--- src/rtl/core/csim_pkg.sv ---
// Shared types and constants of the cosine similarity engine.
// Used by the front accumulator, the result queue and the root/divide back end.
package csim_pkg;

    // Input element and result widths
    localparam int ELEM_W = 16;
    localparam int SIM_W  = 16;

    // Accumulator widths (dot sum signed Q18.24, square sums unsigned Q17.24)
    localparam int DOT_W = 42;
    localparam int SQ_W  = 41;

    // Saturation limits of the accumulators
    localparam logic signed [DOT_W-1:0] DOT_MAX_C = {1'b0, {(DOT_W-1){1'b1}}};
    localparam logic signed [DOT_W-1:0] DOT_MIN_C = {1'b1, {(DOT_W-1){1'b0}}};
    localparam logic [SQ_W-1:0]         SQ_MAX_C  = {SQ_W{1'b1}};

    // Result queue between front and back (depth is a power of two)
    localparam int QUEUE_DEPTH = 2;
    localparam int PTR_W       = $clog2(QUEUE_DEPTH);
    localparam int LVL_W       = $clog2(QUEUE_DEPTH + 1);

    // Back end datapath widths
    localparam int MAG_W     = DOT_W;          // |dot| reaches 2^41
    localparam int PROD_W    = 2 * MAG_W - 1;  // dot^2 and sa*sb
    localparam int FRAC_BITS = 15;             // Q1.15 result fraction
    localparam int ROOT_BITS = FRAC_BITS;      // quotient bits below saturation
    localparam int ROOT_SHIFT = 2 * FRAC_BITS; // scale of dot^2
    localparam int T2_SHIFT  = 2 * (ROOT_BITS - 1);
    localparam int RW        = PROD_W + ROOT_SHIFT + 1;
    localparam int CNT_W     = $clog2(MAG_W);

    // Result codes
    localparam logic [SIM_W-1:0] SIM_MAX = {1'b0, {(SIM_W-1){1'b1}}};
    localparam logic [SIM_W-1:0] SIM_MIN = {1'b1, {(SIM_W-1){1'b0}}};

    // Finished accumulator set handed from front to back
    typedef struct packed {
        logic signed [DOT_W-1:0] dot_sum;
        logic [SQ_W-1:0]         square_sum_a;
        logic [SQ_W-1:0]         square_sum_b;
    } acc_entry_t;

endpackage

--- src/rtl/core/csim_queue.sv ---
// Short queue of finished accumulator sets between front and back end.
// Register based, QUEUE_DEPTH entries. Uses csim_pkg.
module csim_queue
    import csim_pkg::*;
(
    input  logic             clk,
    input  logic             rst_n,
    input  logic             push,
    input  acc_entry_t       push_data,
    input  logic             pop,
    output logic             q_valid,
    output acc_entry_t       q_data,
    output logic [LVL_W-1:0] level
);

    acc_entry_t       mem_reg [QUEUE_DEPTH];
    logic [PTR_W-1:0] wr_ptr_reg;
    logic [PTR_W-1:0] rd_ptr_reg;
    logic [LVL_W-1:0] count_reg;

    assign q_valid = (count_reg != '0);
    assign q_data  = mem_reg[rd_ptr_reg];
    assign level   = count_reg;

    // Advance pointers and count
    always_ff @(posedge clk or negedge rst_n)
    begin
        if (!rst_n)
        begin
            wr_ptr_reg <= '0;
            rd_ptr_reg <= '0;
            count_reg  <= '0;
        end
        else
        begin
            if (push)
                wr_ptr_reg <= wr_ptr_reg + 1'b1;
            if (pop)
                rd_ptr_reg <= rd_ptr_reg + 1'b1;
            if (push && !pop)
                count_reg <= count_reg + 1'b1;
            else if (pop && !push)
                count_reg <= count_reg - 1'b1;
        end
    end

    // Store the pushed entry
    always_ff @(posedge clk)
    begin
        if (push)
            mem_reg[wr_ptr_reg] <= push_data;
    end

endmodule

--- config.mk ---
export PLATFORM = sky130hd
export DESIGN_NAME = csim_queue
export DESIGN_NICKNAME = d
export VERILOG_FILES = /design/src/rtl/core/csim_pkg.sv /design/src/rtl/core/csim_queue.sv
export SDC_FILE = /design/constraint.sdc
export NUM_CORES = 1
export LEC_CHECK = 0
export BUFFER_PORTS_ARGS = -buffer_cell sky130_fd_sc_hd__clkbuf_2
export CELL_PAD_IN_SITES_DETAIL_PLACEMENT = 1
export CELL_PAD_IN_SITES_GLOBAL_PLACEMENT = 2
export CORE_MARGIN = 4
export CORE_UTILIZATION = 40
export DETAILED_ROUTE_END_ITERATION = 7
export PLACE_DENSITY = 0.94
export SKIP_CTS_REPAIR_TIMING = 1
export SLEW_MARGIN = 20
export SYNTH_ARGS = -nofsm -noshare
export SYNTH_HDL_FRONTEND = slang
export SYNTH_SLANG_ARGS = --single-unit
--- constraint.sdc ---
create_clock -name clk -period 20 [get_ports clk]
set_clock_uncertainty 0.1 [all_clocks]
set_input_delay 4 -clock clk [delete_from_list [all_inputs] [get_ports clk]]
set_output_delay 4 -clock clk [all_outputs]
set_load 0.02 [all_outputs]
==> impl_results.md <==
- Pins Over Slew Limit: 0
- CTS tree: done
- Ratio of cells with drive above 1 in the final layout: 0.6168
- TritonRoute pass-1 iters: 4
- CP Class: reg -> out
- H-tree levels: 1
- Flops & latches, synth: 252
- CP required: 15.90 ns
- Final min period: 7.273 ns
- Psw: 563.7 uW
- Final setup fails: 0
- Yosys Warn Count: 0
- FILL cells: 2108
- Maximum clock rate: 137.5 MHz
- Mapped Cells: 401
- Status: complete, no violations
- Routed WL: 20.19 mm
- Initial antenna violation count: 1
- Wire length per cell: 20.14 um
- Count of cell types in the netlist: 14
- Clock Latency Late Sink: 0.51 ns
- Largest register FFs: 248
- Post-synthesis cell area: between 9000 and 10000 um2
- Slew at the pin with the worst max-slew slack: ~1.1 ns
- RSZ-0062 raised after global routing: false
- IO Pins: around 260
- CTS clk-pin slew, worst paths: about 0.06 ns
- GRT Residual Overflow: 0
- First-pass GRT wire length: roughly 31 mm
- WP data arrival: 3.17 ns
- XOR/XNOR share of the synthesized area: 0.004695
- Vias per std cell: 4.754
- Hold WC Path Type: reg -> reg
- Gpl congestion: 0.7421
- DP HPWL: 13.94 mm
- Setup slack after layout: 12.73 ns
- GRT Overall Usage: 0.1537
- Vert. Die Dim: around 160 um
- DRT antenna net count: 0
- Total CTS buffers: 27
- Vias in the first global route: 5473
- Clock sinks: between 200 and 300
- Total Nets Final: 803
- Starting density of the core: 0.4095
- Total core area: 22780 um2
- CTS max path bufs: 3
- Internal power: 1.238 mW
- Critical Path Fanout Max: 70
- Final hold vios: 0
- Initial DRC count: 199
- Largest net degree at the start of global routing: 71
- Period utilisation layout: 0.3637
- Clock power frac: 0.275
- Simple-gate area share of the yosys netlist: 0.002414
- R2R cell count: 2
- Compound-gate portion of the synthesized area: 0
- Vias: 4764
- Max Cap Viol: 0
- DRC: 0
- Area growth from synthesis to layout: 26.59%
- P_leak: about 4.6 nW
- Setup TNS: 0 ns
- Rel. slew slack: 0.2768
- Logic gate share of total power: 0.302
- Portion of netlist area occupied by mux cells: 0.1698
- Switching Share: 0.3128
- Adder and majority gate portion of the synthesized area: 0.001341
- Kind of start point of the critical path: register
- Die ar.: 25830 um2
- Die W: between 150 and 200 um
- Ant diodes: 0
- CP Capture Type: output port
- Syn_nets: 530
- Dominant combinational cell family by area after synthesis: multiplexers
- PwrDens: 152.6 nW/um2
- Clock Tree Root: clkbuf_16
- Worst vdd ir: between 0.09 and 0.1 mV
- Sequential element share of the synthesized area: 0.8091
- Pre-CTS setup slack: 13.26 ns
- Flop pwr share: 0.423
- Number of port buffers: between 200 and 300
- Synthesized area per cell: 23.26 um2
- Std-Cell Rows: 55
- Hold Path Depth: 1
## cell usage in the layout (no fill, tap or decap)
| master | count |
|---|---|
| and2_4 | 1 |
| buf_4 | 4 |
| bufinv_16 | 4 |
| clkbuf_1 | 4 |
| clkbuf_16 | 27 |
| clkbuf_2 | 254 |
| clkbuf_8 | 3 |
| clkinv_1 | 1 |
| clkinv_2 | 3 |
| clkinv_4 | 1 |
| clkinvlp_4 | 1 |
| dfrtp_1 | 3 |
| dfrtp_4 | 1 |
| edfxtp_1 | 248 |
| ha_1 | 1 |
| inv_1 | 1 |
| mux2_2 | 74 |
| mux2_4 | 50 |
| nor2_1 | 1 |
| nor2b_4 | 1 |
| or2_2 | 1 |
| xnor2_1 | 1 |
| xor2_1 | 4 |
## cell usage after synthesis, drive strengths merged
cell,instances,area (um2)
nor2b,1,6.260
buf,14,113.9
and2,1,6.260
xnor2,1,8.760
xor2,4,35.03
edfxtp,248,7447
inv,1,3.750
or2,1,6.260
ha,1,12.51
dfrtp,4,100.1
nor2,1,3.750
mux2,124,1584
## worst max-delay path: stages, from the launching register on
cell and delay [ns]:
dfrtp_4 1.12, buf_4 0.85, mux2_2 0.42, clkbuf_2 0.17
## path summary, 6_finish.rpt
check / start / slack (ns) / to
worst max-delay path: rd_ptr_reg / 12.73 / q_data[109]
min in group asynchronous: rst_n / 3.18 / rd_ptr_reg
worst max register to register: wr_ptr_reg / 17.46 / mem_reg[1][81]
max in group asynchronous: rst_n / 16.47 / rd_ptr_reg
worst min register to register: level[1] / 0.46 / level[1]
worst min-delay path: level[1] / 0.46 / level[1]
## cell families after synthesis
kind of cell | count (synthesis)
simple gates | 4
mux | 124
xor+xnor | 5
buf+inv | 15
flops | 252
fa+ha+maj | 1
## stage by stage
stage	hold slack [ns]	instances	total power, mW	utilization	area (um2)
floorplan	0.3555	401	1.164	-	9328
global placement	0.4017	958	1.302	0.4794	10920
detailed placement	0.4064	958	1.327	0.4794	10920
CTS	0.4650	1002	1.830	0.5184	11810
global route	0.4853	1002	1.887	0.5184	11810
finish	0.4571	1002	1.802	0.5184	11810
## cell type report
cell class | count | area [um2] | area share
clock buffers | 34 | 732.0 | 0.06199
flip-flops and latches | 252 | 7551 | 0.6395
well taps | 313 | 391.6 | 0.03317
multi-input cells | 134 | 1673 | 0.1417
repair buffers | 258 | 1301 | 0.1102
inverters | 1 | 3.754 | 0.0003179
clock inverters | 10 | 155.1 | 0.01314
## routing by layer
metal  wire, um  track usage
met1       7584       0.1800
met2      10600       0.2769
met3       1446      0.04414
met5         13            0
met4        539      0.04265
## power by group through the flow
stage	clock network, mW	registers (mW)	logic (mW)
after floorplan	0	0.748	0.415
after global placement	0	0.765	0.537
after detailed placement	0	0.776	0.551
after CTS	0.509	0.766	0.554
after global routing	0.534	0.775	0.579
final	0.495	0.763	0.544
Power figures use the tool's default switching activity.
