===== src/rtl/core/csim_pkg.sv =====
// Shared types and constants of the cosine similarity engine.
// Used by the front accumulator, the result queue and the root/divide back end.
package csim_pkg;

    // Input element and result widths
    localparam int ELEM_W = 16;
    localparam int SIM_W  = 16;

    // Accumulator widths (dot sum signed Q18.24, square sums unsigned Q17.24)
    localparam int DOT_W = 42;
    localparam int SQ_W  = 41;

    // Saturation limits of the accumulators
    localparam logic signed [DOT_W-1:0] DOT_MAX_C = {1'b0, {(DOT_W-1){1'b1}}};
    localparam logic signed [DOT_W-1:0] DOT_MIN_C = {1'b1, {(DOT_W-1){1'b0}}};
    localparam logic [SQ_W-1:0]         SQ_MAX_C  = {SQ_W{1'b1}};

    // Result queue between front and back (depth is a power of two)
    localparam int QUEUE_DEPTH = 2;
    localparam int PTR_W       = $clog2(QUEUE_DEPTH);
    localparam int LVL_W       = $clog2(QUEUE_DEPTH + 1);

    // Back end datapath widths
    localparam int MAG_W     = DOT_W;          // |dot| reaches 2^41
    localparam int PROD_W    = 2 * MAG_W - 1;  // dot^2 and sa*sb
    localparam int FRAC_BITS = 15;             // Q1.15 result fraction
    localparam int ROOT_BITS = FRAC_BITS;      // quotient bits below saturation
    localparam int ROOT_SHIFT = 2 * FRAC_BITS; // scale of dot^2
    localparam int T2_SHIFT  = 2 * (ROOT_BITS - 1);
    localparam int RW        = PROD_W + ROOT_SHIFT + 1;
    localparam int CNT_W     = $clog2(MAG_W);

    // Result codes
    localparam logic [SIM_W-1:0] SIM_MAX = {1'b0, {(SIM_W-1){1'b1}}};
    localparam logic [SIM_W-1:0] SIM_MIN = {1'b1, {(SIM_W-1){1'b0}}};

    // Finished accumulator set handed from front to back
    typedef struct packed {
        logic signed [DOT_W-1:0] dot_sum;
        logic [SQ_W-1:0]         square_sum_a;
        logic [SQ_W-1:0]         square_sum_b;
    } acc_entry_t;

endpackage


===== src/rtl/core/csim_front.sv =====
// Front end: accepts element pairs, multiplies and accumulates with saturation.
// Pushes the finished sums of each vector into the result queue. Uses csim_pkg.
module csim_front
    import csim_pkg::*;
#(
    parameter int SAMPLE_BITS = 16,
    parameter int MAX_LENGTH  = 1024
)
(
    input  logic                     clk,
    input  logic                     rst_n,
    input  logic                     in_valid,
    output logic                     in_stall,
    input  logic signed [ELEM_W-1:0] elem_a,
    input  logic signed [ELEM_W-1:0] elem_b,
    input  logic                     last,
    input  logic [LVL_W-1:0]         level,
    output logic                     push,
    output acc_entry_t               push_data
);

    localparam int XW = (SAMPLE_BITS > ELEM_W) ? SAMPLE_BITS : ELEM_W;
    localparam int PW = 2 * SAMPLE_BITS;
    localparam int AW = ((PW > DOT_W) ? PW : DOT_W) + 1;
    localparam int CW = $clog2(MAX_LENGTH + 1);

    localparam logic signed [AW-1:0] DOT_HI = AW'(DOT_MAX_C);
    localparam logic signed [AW-1:0] DOT_LO = AW'(DOT_MIN_C);
    localparam logic [AW-1:0]        SQ_HI  = AW'(SQ_MAX_C);

    logic [XW-1:0]                a_ext;
    logic [XW-1:0]                b_ext;
    logic signed [SAMPLE_BITS-1:0] a_s;
    logic signed [SAMPLE_BITS-1:0] b_s;
    logic signed [PW-1:0]         ab_prod;
    logic signed [PW-1:0]         aa_prod;
    logic signed [PW-1:0]         bb_prod;
    logic                         accept;
    logic                         pending;

    logic                         s1_valid_reg;
    logic                         s1_last_reg;
    logic                         s1_en_reg;
    logic signed [PW-1:0]         s1_ab_reg;
    logic [PW-1:0]                s1_aa_reg;
    logic [PW-1:0]                s1_bb_reg;
    logic [CW-1:0]                cnt_reg;

    logic signed [DOT_W-1:0]      dot_sum_reg;
    logic [SQ_W-1:0]              sqa_reg;
    logic [SQ_W-1:0]              sqb_reg;
    logic signed [DOT_W-1:0]      dot_next;
    logic [SQ_W-1:0]              sqa_next;
    logic [SQ_W-1:0]              sqb_next;
    logic signed [AW-1:0]         dot_wide;
    logic [AW-1:0]                sqa_wide;
    logic [AW-1:0]                sqb_wide;

    // Take the low SAMPLE_BITS of each element as two's complement
    assign a_ext = XW'($unsigned(elem_a));
    assign b_ext = XW'($unsigned(elem_b));
    assign a_s   = $signed(a_ext[SAMPLE_BITS-1:0]);
    assign b_s   = $signed(b_ext[SAMPLE_BITS-1:0]);

    assign ab_prod = a_s * b_s;
    assign aa_prod = a_s * a_s;
    assign bb_prod = b_s * b_s;

    // Hold input while the queue could not take every vector end in flight
    assign pending  = s1_valid_reg & s1_last_reg;
    assign in_stall = ((LVL_W+1)'(level) + (LVL_W+1)'(pending)) >= (LVL_W+1)'(QUEUE_DEPTH);
    assign accept   = in_valid & ~in_stall;

    // Product stage control and element count
    always_ff @(posedge clk or negedge rst_n)
    begin
        if (!rst_n)
        begin
            s1_valid_reg <= 1'b0;
            s1_last_reg  <= 1'b0;
            s1_en_reg    <= 1'b0;
            cnt_reg      <= '0;
        end
        else
        begin
            s1_valid_reg <= accept;
            if (accept)
            begin
                s1_last_reg <= last;
                s1_en_reg   <= (cnt_reg < CW'(MAX_LENGTH));
                if (last)
                    cnt_reg <= '0;
                else if (cnt_reg < CW'(MAX_LENGTH))
                    cnt_reg <= cnt_reg + 1'b1;
            end
        end
    end

    // Product stage payload
    always_ff @(posedge clk)
    begin
        if (accept)
        begin
            s1_ab_reg <= ab_prod;
            s1_aa_reg <= $unsigned(aa_prod);
            s1_bb_reg <= $unsigned(bb_prod);
        end
    end

    // Add products into the sums and clamp at the accumulator limits
    always_comb
    begin
        dot_wide = AW'(dot_sum_reg) + AW'(s1_ab_reg);
        sqa_wide = AW'(sqa_reg) + AW'(s1_aa_reg);
        sqb_wide = AW'(sqb_reg) + AW'(s1_bb_reg);

        if (dot_wide > DOT_HI)
            dot_next = DOT_MAX_C;
        else if (dot_wide < DOT_LO)
            dot_next = DOT_MIN_C;
        else
            dot_next = DOT_W'(dot_wide);

        sqa_next = (sqa_wide > SQ_HI) ? SQ_MAX_C : SQ_W'(sqa_wide);
        sqb_next = (sqb_wide > SQ_HI) ? SQ_MAX_C : SQ_W'(sqb_wide);

        // Drop pairs beyond the maximum vector length
        if (!s1_en_reg)
        begin
            dot_next = dot_sum_reg;
            sqa_next = sqa_reg;
            sqb_next = sqb_reg;
        end
    end

    assign push                   = pending;
    assign push_data.dot_sum      = dot_next;
    assign push_data.square_sum_a = sqa_next;
    assign push_data.square_sum_b = sqb_next;

    // Accumulate, or clear once the vector end has been pushed
    always_ff @(posedge clk or negedge rst_n)
    begin
        if (!rst_n)
        begin
            dot_sum_reg <= '0;
            sqa_reg     <= '0;
            sqb_reg     <= '0;
        end
        else if (s1_valid_reg)
        begin
            if (s1_last_reg)
            begin
                dot_sum_reg <= '0;
                sqa_reg     <= '0;
                sqb_reg     <= '0;
            end
            else
            begin
                dot_sum_reg <= dot_next;
                sqa_reg     <= sqa_next;
                sqb_reg     <= sqb_next;
            end
        end
    end

endmodule


===== config.mk =====
export PLATFORM = sky130hd
export DESIGN_NAME = csim_front
export DESIGN_NICKNAME = d
export VERILOG_FILES = /design/src/rtl/core/csim_pkg.sv /design/src/rtl/core/csim_front.sv
export SDC_FILE = /design/constraint.sdc
export NUM_CORES = 2
export LEC_CHECK = 0
export ABC_CLOCK_PERIOD_IN_PS = 5650
export BUFFER_PORTS_ARGS = -buffer_cell sky130_fd_sc_hd__buf_4
export CORE_ASPECT_RATIO = 0.7
export CORE_UTILIZATION = 35
export CTS_CLUSTER_DIAMETER = 150
export DETAILED_ROUTE_END_ITERATION = 10
export SLEW_MARGIN = 25
export SYNTH_ARGS = -nofsm -noshare
export SYNTH_HDL_FRONTEND = slang
export SYNTH_SLANG_ARGS = --single-unit

===== constraint.sdc =====
create_clock -name clk -period 5.65 [get_ports clk]
set_clock_uncertainty 0.15 [all_clocks]
set_input_delay 0.565 -clock clk [delete_from_list [all_inputs] [get_ports clk]]
set_output_delay 0.565 -clock clk [all_outputs]
set_load 0.005 [all_outputs]

==> flow_metrics.py <==
metrics = {
    "floorplan": {
        "chipWidth_microns": 422,
        "fp.dieArea_sq_mm": 0.125,
        "ios": 164,
        "die_h_microns": 296,
        "rows": 107,
        "start_util": 0.354,
        "core_area_sq_mm": 0.122,
    },
    "finish": {
        "fin_cells": 7122,
        "largest_reg_flops": 42,
        "mostFrequentLayoutCells": "896 x inv_1, 737 x buf_4, 684 x fa_1, 348 x nand2_1, 335 x ha_1",
        "final_common_cell": "inv_1",
        "area_delta_synth_final_pct": 27.1,
        "finalNetCount": 6609,
        "postLayoutCellArea_sq_mm": 0.0548,
        "drive_gt1_frac": 0.240,
        "antennaDiodeCount": 0,
    },
    "setup_path": {
        "cp_num_buf_inv": 12,
        "startpoint_type": "primary input",
        "arrival_ps": 6190,
        "critPathMaxStageDelay_ps": 550,
        "critPathKind": "in2reg",
        "required_ps": 5810,
        "cp_max_fo": 8,
        "slowest_stage": "fa_2",
        "r2r_start": "s1_ab_reg[0]$_DFFE_PP_",
        "cp-startpoint": "elem_a[8]",
        "crit_family": "adder cells",
        "end_kind": "register",
    },
    "synthesis": {
        "synth_seq_cells": 232,
        "synth_area_sq_mm": 0.0431,
        "synth_edf_count": 94,
        "ys_types": 86,
        "synthFlopType": "dfrtp_1",
        "yosys_warnings": 0,
        "ys_seq_area_frac": 0.146,
        "async_flop_share": 0.595,
        "synth_nets": 5896,
        "syn_avg_cell_area_sq_um": 9.07,
        "netlist_instances": 4756,
    },
    "global_routing": {
        "grt_max_degree": 152,
        "overflow": 0,
        "grt_pass1_vias": 36200,
        "grt_pass1_wl_mm": 202,
        "antenna_found_initial": 2,
        "grt_usage": 0.205,
    },
    "routing": {
        "wl_met1_mm": 60.0,
        "wl_met3_mm": 9.18,
        "routed_wl_mm": 129,
        "firstDrtPassIters": 5,
        "drc_errors": 0,
        "ant_nets": 0,
        "drt-initial-drc-count": 2445,
        "dr_wl_met2_mm": 56.9,
        "vias": 35400,
        "dr.max_layer_used": "met5",
        "wl_per_cell_microns": 18.1,
        "viasPerCell": 4.97,
    },
    "timing": {
        "maxSlewHeadroom": 0.432,
        "clock.fmax_mhz": 166,
        "rsz0062_at_grt": "true",
        "finalCriticalPeriod_ps": 6030,
        "fin_hold_ws_ps": 56.2,
        "layout_worst_path_cycle_share": 1.07,
        "layout_setup_ws_ps": -377,
        "finalSetupViolCount": 26,
        "worstMarginPinSlew_ps": 852,
        "hold_viol": 0,
        "maxSlewViolCount": 0,
    },
    "clock_tree": {
        "clkSlewWorstSetupHoldPaths_ps": 70,
        "clk_latency_ps": 590,
        "cts_tree": "built",
        "cts_buffer_depth": 3,
        "clock_sinks": 232,
        "cts_made_buffers": 24,
        "cts_htree_levels": 1,
        "cts_root_buf": "clkbuf_16",
    },
    "outcome": {
        "violations": "negative setup slack",
        "status": "finished, violations left",
    },
    "flow_run": {
        "drv_cap": 0,
    },
    "hold_path": {
        "hp-class": "in2reg",
        "min_from": "last",
    },
    "placement": {
        "dpl.hpwl_mm": 103,
        "dp.cells": 6969,
        "place_area_sq_mm": 0.0509,
        "place.gp.congestion": 0.927,
        "numPortBuffers": 163,
    },
}
[layer usage]
layer  GRT usage  up-vias
li1            -    16700
met1       0.296    17600
met2       0.320      932
met3      0.0354      136
met4      0.0427        2
met5     0.00947        -
[metrics by stage]
step                setup slack (ps)  setup TNS (ps)  utilization
CTS                             -387           -4810        0.439
floorplan                       -898          -13670            -
global route                    -596          -10540        0.450
finish                          -377           -5330        0.450
detailed placement             -1210          -41740        0.417
global placement               -1170          -39610        0.417
[cell families (layout without fill, tap and decap cells)]
family	count (synthesis)	in the layout	share of synthesized area
simple gates	1143	1143	0.124
xor+xnor	220	220	0.0447
buf+inv	1160	1891	0.102
flops	232	232	0.146
fa+ha+maj	1102	1102	0.447
mux	11	11	0.00264
compound gates	888	888	0.135
[timing repair]
item                                   in CTS  in global routing
endpoints found under the hold margin      57                  0
setup endpoints to repair                  37                 66
resized for setup                         273                241
pin swaps                                 131                206
buffers inserted                           73                 50
gates cloned                                4                  8
hold buffers                                1                  0
[final cells by class]
type	count	area, sq um
Inverter	964	3670
Sequential cell	232	6280
Tap cell	1635	2050
Multi-Input combinational cell	3364	34100
Fill cell	11600	67100
Timing Repair Buffer	883	7910
Clock buffer	25	604
Clock inverter	19	206
[worst reg2reg max path: cells and delay by family (launching register included)]
kind,cells,cell delay (ps)
buffers and inverters,2,500
DFF,1,460
AOI/OAI and AO/OA,5,1130
adders and majority gates,2,720
and+or+nand+nor,5,1320
[cell usage after synthesis (43+ instances only)]
library cell | n | share of area
a21oi_1 | 280 | 0.032
nand3_1 | 54 | 0.0063
o21ai_0 | 135 | 0.016
xnor2_1 | 140 | 0.028
dfrtp_1 | 138 | 0.080
a22o_1 | 61 | 0.012
and3_1 | 43 | 0.0062
xor2_1 | 80 | 0.016
inv_1 | 954 | 0.083
fa_1 | 730 | 0.34
edfxtp_1 | 94 | 0.065
and2_1 | 173 | 0.025
clkbuf_1 | 176 | 0.015
a21o_1 | 117 | 0.020
nand2_1 | 377 | 0.033
a31oi_1 | 65 | 0.0094
ha_1 | 372 | 0.11
nor2_1 | 319 | 0.028
[worst paths after layout]
kind | end | slack, ps | depth (start not counted)
setup / recovery | s1_aa_reg[30]$_DFFE_PP_ | -380 | 28
hold / removal | cnt_reg[1]$_DFFE_PN0P_ | 60 | 2
setup reg to reg | dot_sum_reg[19]$_DFFE_PN0P_ | 1250 | 14
hold reg to reg | cnt_reg[1]$_DFFE_PN0P_ | 390 | 2
max in group asynchronous | dot_sum_reg[25]$_DFFE_PN0P_ | 3750 | 3
min in group asynchronous | sqb_reg[3]$_DFFE_PN0P_ | 380 | 2
Power is left out: the tool's default activity adds up to more than one toggle a clock period on the data nets, which glitch-free logic cannot reach.
