===== config.mk =====
export PLATFORM = sky130hd
export DESIGN_NAME = csim_back
export DESIGN_NICKNAME = d
export VERILOG_FILES = /design/src/rtl/core/csim_pkg.sv /design/src/rtl/core/csim_back.sv
export SDC_FILE = /design/constraint.sdc
export NUM_CORES = 2
export LEC_CHECK = 0
export BUFFER_PORTS_ARGS = -buffer_cell sky130_fd_sc_hd__buf_2
export CELL_PAD_IN_SITES_DETAIL_PLACEMENT = 2
export CELL_PAD_IN_SITES_GLOBAL_PLACEMENT = 2
export CORE_MARGIN = 4
export CORE_UTILIZATION = 44
export CTS_CLUSTER_SIZE = 12
export DETAILED_ROUTE_END_ITERATION = 8
export GPL_TIMING_DRIVEN = 0
export HOLD_SLACK_MARGIN = 0.15
export PLACE_DENSITY = 0.95
export SLEW_MARGIN = 20
export SYNTH_ARGS = -nofsm -noshare
export SYNTH_HDL_FRONTEND = slang
export SYNTH_SLANG_ARGS = --single-unit

===== constraint.sdc =====
create_clock -name clk -period 35.4 [get_ports clk]
set_clock_uncertainty 0.2 [all_clocks]
set_input_delay 8.85 -clock clk [delete_from_list [all_inputs] [get_ports clk]]
set_output_delay 8.85 -clock clk [all_outputs]
set_load 0.03 [all_outputs]

===== src/rtl/core/csim_pkg.sv =====
// Shared types and constants of the cosine similarity engine.
// Used by the front accumulator, the result queue and the root/divide back end.
package csim_pkg;

    // Input element and result widths
    localparam int ELEM_W = 16;
    localparam int SIM_W  = 16;

    // Accumulator widths (dot sum signed Q18.24, square sums unsigned Q17.24)
    localparam int DOT_W = 42;
    localparam int SQ_W  = 41;

    // Saturation limits of the accumulators
    localparam logic signed [DOT_W-1:0] DOT_MAX_C = {1'b0, {(DOT_W-1){1'b1}}};
    localparam logic signed [DOT_W-1:0] DOT_MIN_C = {1'b1, {(DOT_W-1){1'b0}}};
    localparam logic [SQ_W-1:0]         SQ_MAX_C  = {SQ_W{1'b1}};

    // Result queue between front and back (depth is a power of two)
    localparam int QUEUE_DEPTH = 2;
    localparam int PTR_W       = $clog2(QUEUE_DEPTH);
    localparam int LVL_W       = $clog2(QUEUE_DEPTH + 1);

    // Back end datapath widths
    localparam int MAG_W     = DOT_W;          // |dot| reaches 2^41
    localparam int PROD_W    = 2 * MAG_W - 1;  // dot^2 and sa*sb
    localparam int FRAC_BITS = 15;             // Q1.15 result fraction
    localparam int ROOT_BITS = FRAC_BITS;      // quotient bits below saturation
    localparam int ROOT_SHIFT = 2 * FRAC_BITS; // scale of dot^2
    localparam int T2_SHIFT  = 2 * (ROOT_BITS - 1);
    localparam int RW        = PROD_W + ROOT_SHIFT + 1;
    localparam int CNT_W     = $clog2(MAG_W);

    // Result codes
    localparam logic [SIM_W-1:0] SIM_MAX = {1'b0, {(SIM_W-1){1'b1}}};
    localparam logic [SIM_W-1:0] SIM_MIN = {1'b1, {(SIM_W-1){1'b0}}};

    // Finished accumulator set handed from front to back
    typedef struct packed {
        logic signed [DOT_W-1:0] dot_sum;
        logic [SQ_W-1:0]         square_sum_a;
        logic [SQ_W-1:0]         square_sum_b;
    } acc_entry_t;

endpackage


===== src/rtl/core/csim_back.sv =====
// Back end: forms dot^2 and sa*sb by shift-add, then finds the Q1.15 quotient
// bit by bit with a restoring square-root-divide recurrence. Uses csim_pkg.
module csim_back
    import csim_pkg::*;
(
    input  logic                    clk,
    input  logic                    rst_n,
    input  logic                    q_valid,
    input  acc_entry_t              q_data,
    output logic                    pop,
    output logic                    out_valid,
    input  logic                    out_stall,
    output logic signed [SIM_W-1:0] similarity,
    output logic                    zero_norm
);

    typedef enum logic [2:0] {
        ST_IDLE,
        ST_MUL,
        ST_CHECK,
        ST_ROOT,
        ST_DONE
    } state_t;

    state_t              state_reg;
    logic                out_valid_reg;
    logic [SIM_W-1:0]    similarity_reg;
    logic                zero_norm_reg;

    logic [CNT_W-1:0]    step_reg;
    logic                neg_reg;
    logic [PROD_W-1:0]   p_acc_reg;
    logic [PROD_W-1:0]   d_acc_reg;
    logic [PROD_W-1:0]   mcand_p_reg;
    logic [PROD_W-1:0]   mcand_d_reg;
    logic [MAG_W-1:0]    mplier_p_reg;
    logic [MAG_W-1:0]    mplier_d_reg;
    logic [RW-1:0]       e_reg;
    logic [RW-1:0]       t1_reg;
    logic [RW-1:0]       t2_reg;
    logic [ROOT_BITS-1:0] q_reg;
    logic [SIM_W-1:0]    res_sim_reg;
    logic                res_zn_reg;

    logic                entry_zero;
    logic [MAG_W-1:0]    entry_mag;
    logic [RW-1:0]       trial;
    logic                fits;
    logic [ROOT_BITS-1:0] q_next;
    logic [SIM_W-1:0]    q_ext;
    logic                out_free;

    assign entry_zero = (q_data.square_sum_a == '0) || (q_data.square_sum_b == '0);
    assign entry_mag  = q_data.dot_sum[DOT_W-1] ? MAG_W'(-q_data.dot_sum)
                                                : MAG_W'(q_data.dot_sum);

    assign trial  = t1_reg + t2_reg;
    assign fits   = (trial <= e_reg);
    assign q_next = {q_reg[ROOT_BITS-2:0], fits};
    assign q_ext  = SIM_W'(q_next);

    assign pop      = (state_reg == ST_IDLE) && q_valid;
    assign out_free = !out_valid_reg || !out_stall;

    assign out_valid  = out_valid_reg;
    assign similarity = $signed(similarity_reg);
    assign zero_norm  = zero_norm_reg;

    // Sequencer and output register
    always_ff @(posedge clk or negedge rst_n)
    begin
        if (!rst_n)
        begin
            state_reg      <= ST_IDLE;
            out_valid_reg  <= 1'b0;
            similarity_reg <= '0;
            zero_norm_reg  <= 1'b0;
        end
        else
        begin
            if (out_valid_reg && !out_stall && (state_reg != ST_DONE))
                out_valid_reg <= 1'b0;

            case (state_reg)
                ST_IDLE:
                begin
                    if (q_valid)
                        state_reg <= entry_zero ? ST_DONE : ST_MUL;
                end
                ST_MUL:
                begin
                    if (step_reg == '0)
                        state_reg <= ST_CHECK;
                end
                ST_CHECK:
                begin
                    state_reg <= (p_acc_reg <= d_acc_reg) ? ST_DONE : ST_ROOT;
                end
                ST_ROOT:
                begin
                    if (step_reg == '0)
                        state_reg <= ST_DONE;
                end
                ST_DONE:
                begin
                    if (out_free)
                    begin
                        out_valid_reg  <= 1'b1;
                        similarity_reg <= res_sim_reg;
                        zero_norm_reg  <= res_zn_reg;
                        state_reg      <= ST_IDLE;
                    end
                end
                default:
                begin
                    state_reg <= ST_IDLE;
                end
            endcase
        end
    end

    // Datapath: shift-add products, then quotient recurrence
    always_ff @(posedge clk)
    begin
        case (state_reg)
            ST_IDLE:
            begin
                neg_reg      <= q_data.dot_sum[DOT_W-1];
                p_acc_reg    <= '0;
                d_acc_reg    <= '0;
                mcand_p_reg  <= PROD_W'(q_data.square_sum_b);
                mplier_p_reg <= MAG_W'(q_data.square_sum_a);
                mcand_d_reg  <= PROD_W'(entry_mag);
                mplier_d_reg <= entry_mag;
                step_reg     <= CNT_W'(MAG_W - 1);
                res_sim_reg  <= '0;
                res_zn_reg   <= 1'b1;
            end
            ST_MUL:
            begin
                if (mplier_p_reg[0])
                    p_acc_reg <= p_acc_reg + mcand_p_reg;
                if (mplier_d_reg[0])
                    d_acc_reg <= d_acc_reg + mcand_d_reg;
                mcand_p_reg  <= mcand_p_reg << 1;
                mcand_d_reg  <= mcand_d_reg << 1;
                mplier_p_reg <= mplier_p_reg >> 1;
                mplier_d_reg <= mplier_d_reg >> 1;
                step_reg     <= step_reg - 1'b1;
            end
            ST_CHECK:
            begin
                // Full-scale quotient saturates
                res_sim_reg <= neg_reg ? SIM_MIN : SIM_MAX;
                res_zn_reg  <= 1'b0;
                e_reg       <= RW'(d_acc_reg) << ROOT_SHIFT;
                t1_reg      <= '0;
                t2_reg      <= RW'(p_acc_reg) << T2_SHIFT;
                q_reg       <= '0;
                step_reg    <= CNT_W'(ROOT_BITS - 1);
            end
            ST_ROOT:
            begin
                // Try the next quotient bit: trial = 2^(k+1)*q*P + 2^(2k)*P
                if (fits)
                begin
                    e_reg  <= e_reg - trial;
                    t1_reg <= (t1_reg >> 1) + t2_reg;
                end
                else
                begin
                    t1_reg <= t1_reg >> 1;
                end
                t2_reg      <= t2_reg >> 2;
                q_reg       <= q_next;
                res_sim_reg <= neg_reg ? (SIM_W'(0) - q_ext) : q_ext;
                res_zn_reg  <= 1'b0;
                step_reg    <= step_reg - 1'b1;
            end
            ST_DONE:
            begin
                res_zn_reg <= res_zn_reg;
            end
            default:
            begin
                res_zn_reg <= res_zn_reg;
            end
        endcase
    end

endmodule

==> results.py, run 1 <==
metrics = {
    "synth": {
        "synth_edf_count": 792,
        "syn_avg_cell_area_um2": 8.63,
        "syn_area_um2": 65700,
        "synth_area_leader_cell": "edfxtp_1",
        "synth_ff_type": "edfxtp_1",
        "synthTopCellsByArea": "edfxtp_1 (36%), ha_1 (11%), nand2_1 (7.0%)",
        "synth-async-reset-ratio_pct": 2.58,
        "syn_nets": 8333,
        "ys_types": 81,
        "postSynthCellCount": 7613,
        "ys_seq_elements": 813,
        "ys_seq_area_share_pct": 37.0,
        "ys_warn_count": 0,
        "synth_top_area_share_pct": 36.2,
    },
    "place": {
        "gp_congestion": 0.961,
        "dp_hpwl_um": 253000,
        "dp_cells": 9712,
        "port_buffers": 146,
    },
    "cts": {
        "cts_made_buffers": 100,
        "cts_root_buf": "clkbuf_16",
        "cts.sinks": 813,
        "post_cts_buffers": 0,
        "cts_buffer_depth": 3,
        "htree_levels": 3,
        "post_cts_resized": 0,
        "ctsHoldBuffers": 0,
    },
    "die": {
        "start_util_pct": 44.4,
        "die_y_um": 394,
        "ios": 147,
        "row_count": 141,
        "die_w_um": 394,
    },
    "grt": {
        "track_usage_pct": 76.7,
        "grt_max_degree": 57,
        "gr-total-overflow": 203,
        "antenna_found_initial": 101,
    },
    "status": {
        "error_line": "[ERROR GRT-0232] Routing congestion too high. Check the congestion heatmap in the GUI.",
        "haltStage": "global routing (5_1_grt)",
        "outcome": "did not finish",
    },
}
metal layers:
layer | GRT usage, % | overflow
met1 | 74.7 | 2
met2 | 91.1 | 85
met3 | 64.2 | 5
met4 | 79.0 | 110
met5 | 39.9 | 1
synthesized netlist by cell type (24+ instances only):
master	n
nor4_1	52
clkbuf_1	384
o21a_1	116
a31oi_1	53
a21o_1	392
nand3_1	130
and2_1	31
a21boi_0	24
a221oi_1	25
or3_1	34
and3_1	167
and4_1	24
nand4_1	220
o21ai_0	500
xor2_1	210
o31ai_1	41
a21oi_1	767
nand2b_1	42
nand2_1	1227
o211ai_1	36
a211oi_1	63
o21bai_1	114
nor2_1	541
ha_1	587
or2_2	29
nor3_1	111
nor2b_1	64
edfxtp_1	792
inv_1	251
xnor2_1	265
kinds of logic after synthesis:
logic type | count (synthesis) | share of synthesized area (%)
mux | 29 | 0.474
simple gates | 2729 | 19.0
xor+xnor | 475 | 6.34
compound gates | 2314 | 22.0
buf+inv | 661 | 3.80
flops | 813 | 37.0
fa+ha+maj | 592 | 11.3
stage by stage:
step	cell area, µm²	setup slack, ns
2_1_floorplan	65700	17.24
4_1_cts	72700	17.03
3_5_place_dp	69400	17.06
3_3_place_gp	68800	16.53
==> inputs of run 2 (changes only) <==
Settings changed: CELL_PAD_IN_SITES_DETAIL_PLACEMENT 2 to unset, CELL_PAD_IN_SITES_GLOBAL_PLACEMENT 2 to unset, CORE_UTILIZATION 44 to 35, CTS_CLUSTER_SIZE 12 to unset, HOLD_SLACK_MARGIN 0.15 to unset, PLACE_DENSITY 0.95 to unset, PLACE_DENSITY_LB_ADDON set to 0.15.
==> results.py, run 2 <==
metrics = {
    "setup_path": {
        "worstPathArrival_ns": 9.27,
        "path_class": "in -> out",
        "worstPathRequired_ns": 26.35,
        "end_kind": "output port",
        "r2r_slack_ns": 22.90,
        "cp_max_fo": 2,
        "crit_path_start_kind": "primary input",
    },
    "grt": {
        "gr-total-overflow": 0,
        "grt_first_pass_wirelength_um": 349000,
        "busiest_layer": "met2",
        "use_met2_pct": 37.1,
        "grtUsageMet3_pct": 2.31,
        "grt_pass1_vias": 56365,
        "globalRouteMet1Util_pct": 33.7,
        "antenna_found_initial": 4,
        "grt_max_degree": 54,
        "track_usage_pct": 23.4,
    },
    "job": {
        "cap_violations": 0,
    },
    "place": {
        "gp_congestion": 0.917,
        "dp_hpwl_um": 191000,
        "placed_cell_area_um2": 70200,
        "port_buffers": 146,
    },
    "synth": {
        "ys_seq_elements": 813,
        "synth_common_cells": "nand2_1 (1227), edfxtp_1 (792), a21oi_1 (767), ha_1 (587), nor2_1 (541)",
        "synth_edf_count": 792,
        "synth_top_area_share_pct": 36.2,
        "ys_seq_area_share_pct": 37.0,
        "postSynthCellCount": 7613,
        "synth-async-reset-ratio_pct": 2.58,
        "yosysMostFrequentCell": "nand2_1",
        "syn_avg_cell_area_um2": 8.63,
        "synth_ff_type": "edfxtp_1",
        "ys_types": 81,
        "synth_area_leader_cell": "edfxtp_1",
        "syn_area_um2": 65700,
        "ys_warn_count": 0,
        "synthTopCellsByArea": "edfxtp_1 (36%), ha_1 (11%), nand2_1 (7.0%)",
        "syn_nets": 8333,
    },
    "drt": {
        "avgViaCountPerCell": 5.59,
        "ant_nets": 0,
        "firstDrtPassIters": 5,
        "drtIter0Drc": 4900,
        "vias": 58524,
        "wl_per_cell_um": 22.4,
        "drc": 0,
        "routed_wl_um": 234000,
    },
    "cts": {
        "cts.sinks": 813,
        "ctsHoldBuffers": 0,
        "clkLatencyLatePin_ns": 0.79,
        "cts_root_buf": "clkbuf_16",
        "cts.clk_slew.worst_paths_ns": 0.06,
        "cts_tree": "yes",
        "cts_buffer_depth": 3,
        "cts_made_buffers": 102,
        "post_cts_resized": 0,
        "htree_levels": 3,
        "post_cts_buffers": 0,
    },
    "sta": {
        "hold_violations": 0,
        "worstMarginPinSlew_ns": 1.23,
        "finalSetupViolations": 0,
        "fmax_mhz": 54.6,
        "drv_slew": 0,
        "relSlewSlack_pct": 18.3,
        "post-route-min-period_ns": 18.32,
        "rsz0062_at_grt": "no",
        "fin_hold_ws_ns": 0.278,
        "setup-tns-final_ns": 0,
        "finalCritPeriodShare_pct": 51.7,
    },
    "final_layout": {
        "final_common_cell": "nand2_1",
        "fin_area_um2": 73700,
        "fillers": 18935,
        "final_cell_mix": "nand2_1 (1227), edfxtp_1 (792), a21oi_1 (766), ha_1 (587), nor2_1 (540)",
        "drive_above_1_share_pct": 5.58,
        "fin_nets": 8610,
        "synthToLayoutAreaGrowth_pct": 12.2,
    },
    "min_path": {
        "hp-class": "reg -> reg",
    },
    "die": {
        "dieArea_um2": 195000,
        "start_util_pct": 35.3,
        "die_w_um": 441,
        "ios": 147,
        "fp.coreArea_um2": 186000,
        "die_y_um": 441,
        "row_count": 158,
    },
    "status": {
        "outcome": "finished, final reports clean",
    },
}
-- run 2: cell counts after synthesis --
No cell type changed its count.
-- run 2: final timing paths --
path,start,to,cells past startpoint
min reg2reg,res_sim_reg[14]$_DFFE_PP_,similarity[14]$_DFFE_PN0P_,1
max reg2reg,t2_reg[28]$_DFFE_PN_,res_sim_reg[10]$_DFFE_PP_,32
max in group asynchronous,rst_n,similarity[2]$_DFFE_PN0P_,1
max,q_valid,pop,4
min,res_sim_reg[14]$_DFFE_PP_,similarity[14]$_DFFE_PN0P_,1
min in group asynchronous,rst_n,similarity[13]$_DFFE_PN0P_,1
-- run 2: cells by family (layout without fill, tap and decap cells) --
kind of cell | after synthesis | count (layout) | synth area share (%)
buf+inv | 661 | 1026 | 3.80
other cells | 0 | 7 | 0
simple gates | 2729 | 2729 | 19.0
mux | 29 | 29 | 0.474
fa+ha+maj | 592 | 592 | 11.3
compound gates | 2314 | 2314 | 22.0
flops | 813 | 813 | 37.0
xor+xnor | 475 | 475 | 6.34
-- run 2: through the flow --
step,std cells,setup slack (ns),util [%]
3_5_place_dp,10266,17.08,37.7
2_1_floorplan,7613,17.24,-
5_1_grt,10459,17.06,39.6
4_1_cts,10458,17.08,39.6
3_3_place_gp,10239,14.15,37.4
6_report,10465,17.08,39.6
-- run 2: worst max-delay path, cell delays in order --
cell     delay [ns]
buf_2          0.08
nand2_1        0.06
inv_1          0.08
buf_2          0.20
-- run 2: area by class of cell --
type	count	area (µm²)	area share, %
multi-input cells	6139	38900	52.9
clock buffers	126	2710	3.67
flip-flops and latches	813	24300	33.0
plain buffers	407	1570	2.14
well taps	2480	3100	4.21
inverters	254	953	1.29
repair buffers	173	1320	1.79
diodes	7	17.5	0.0238
clock inverters	66	757	1.03
-- run 2: metal layers --
| layer | share of wire, % | up-vias |
|---|---|---|
| li1 | - | 28542 |
| met1 | 48 | 28141 |
| met2 | 44 | 1600 |
| met3 | 5.2 | 241 |
| met4 | 2.9 | 0 |
| met5 | 0 | - |
Power of run 2 is left out: the tool's default activity adds up to more than one toggle a clock period on the data nets, which glitch-free logic cannot reach.
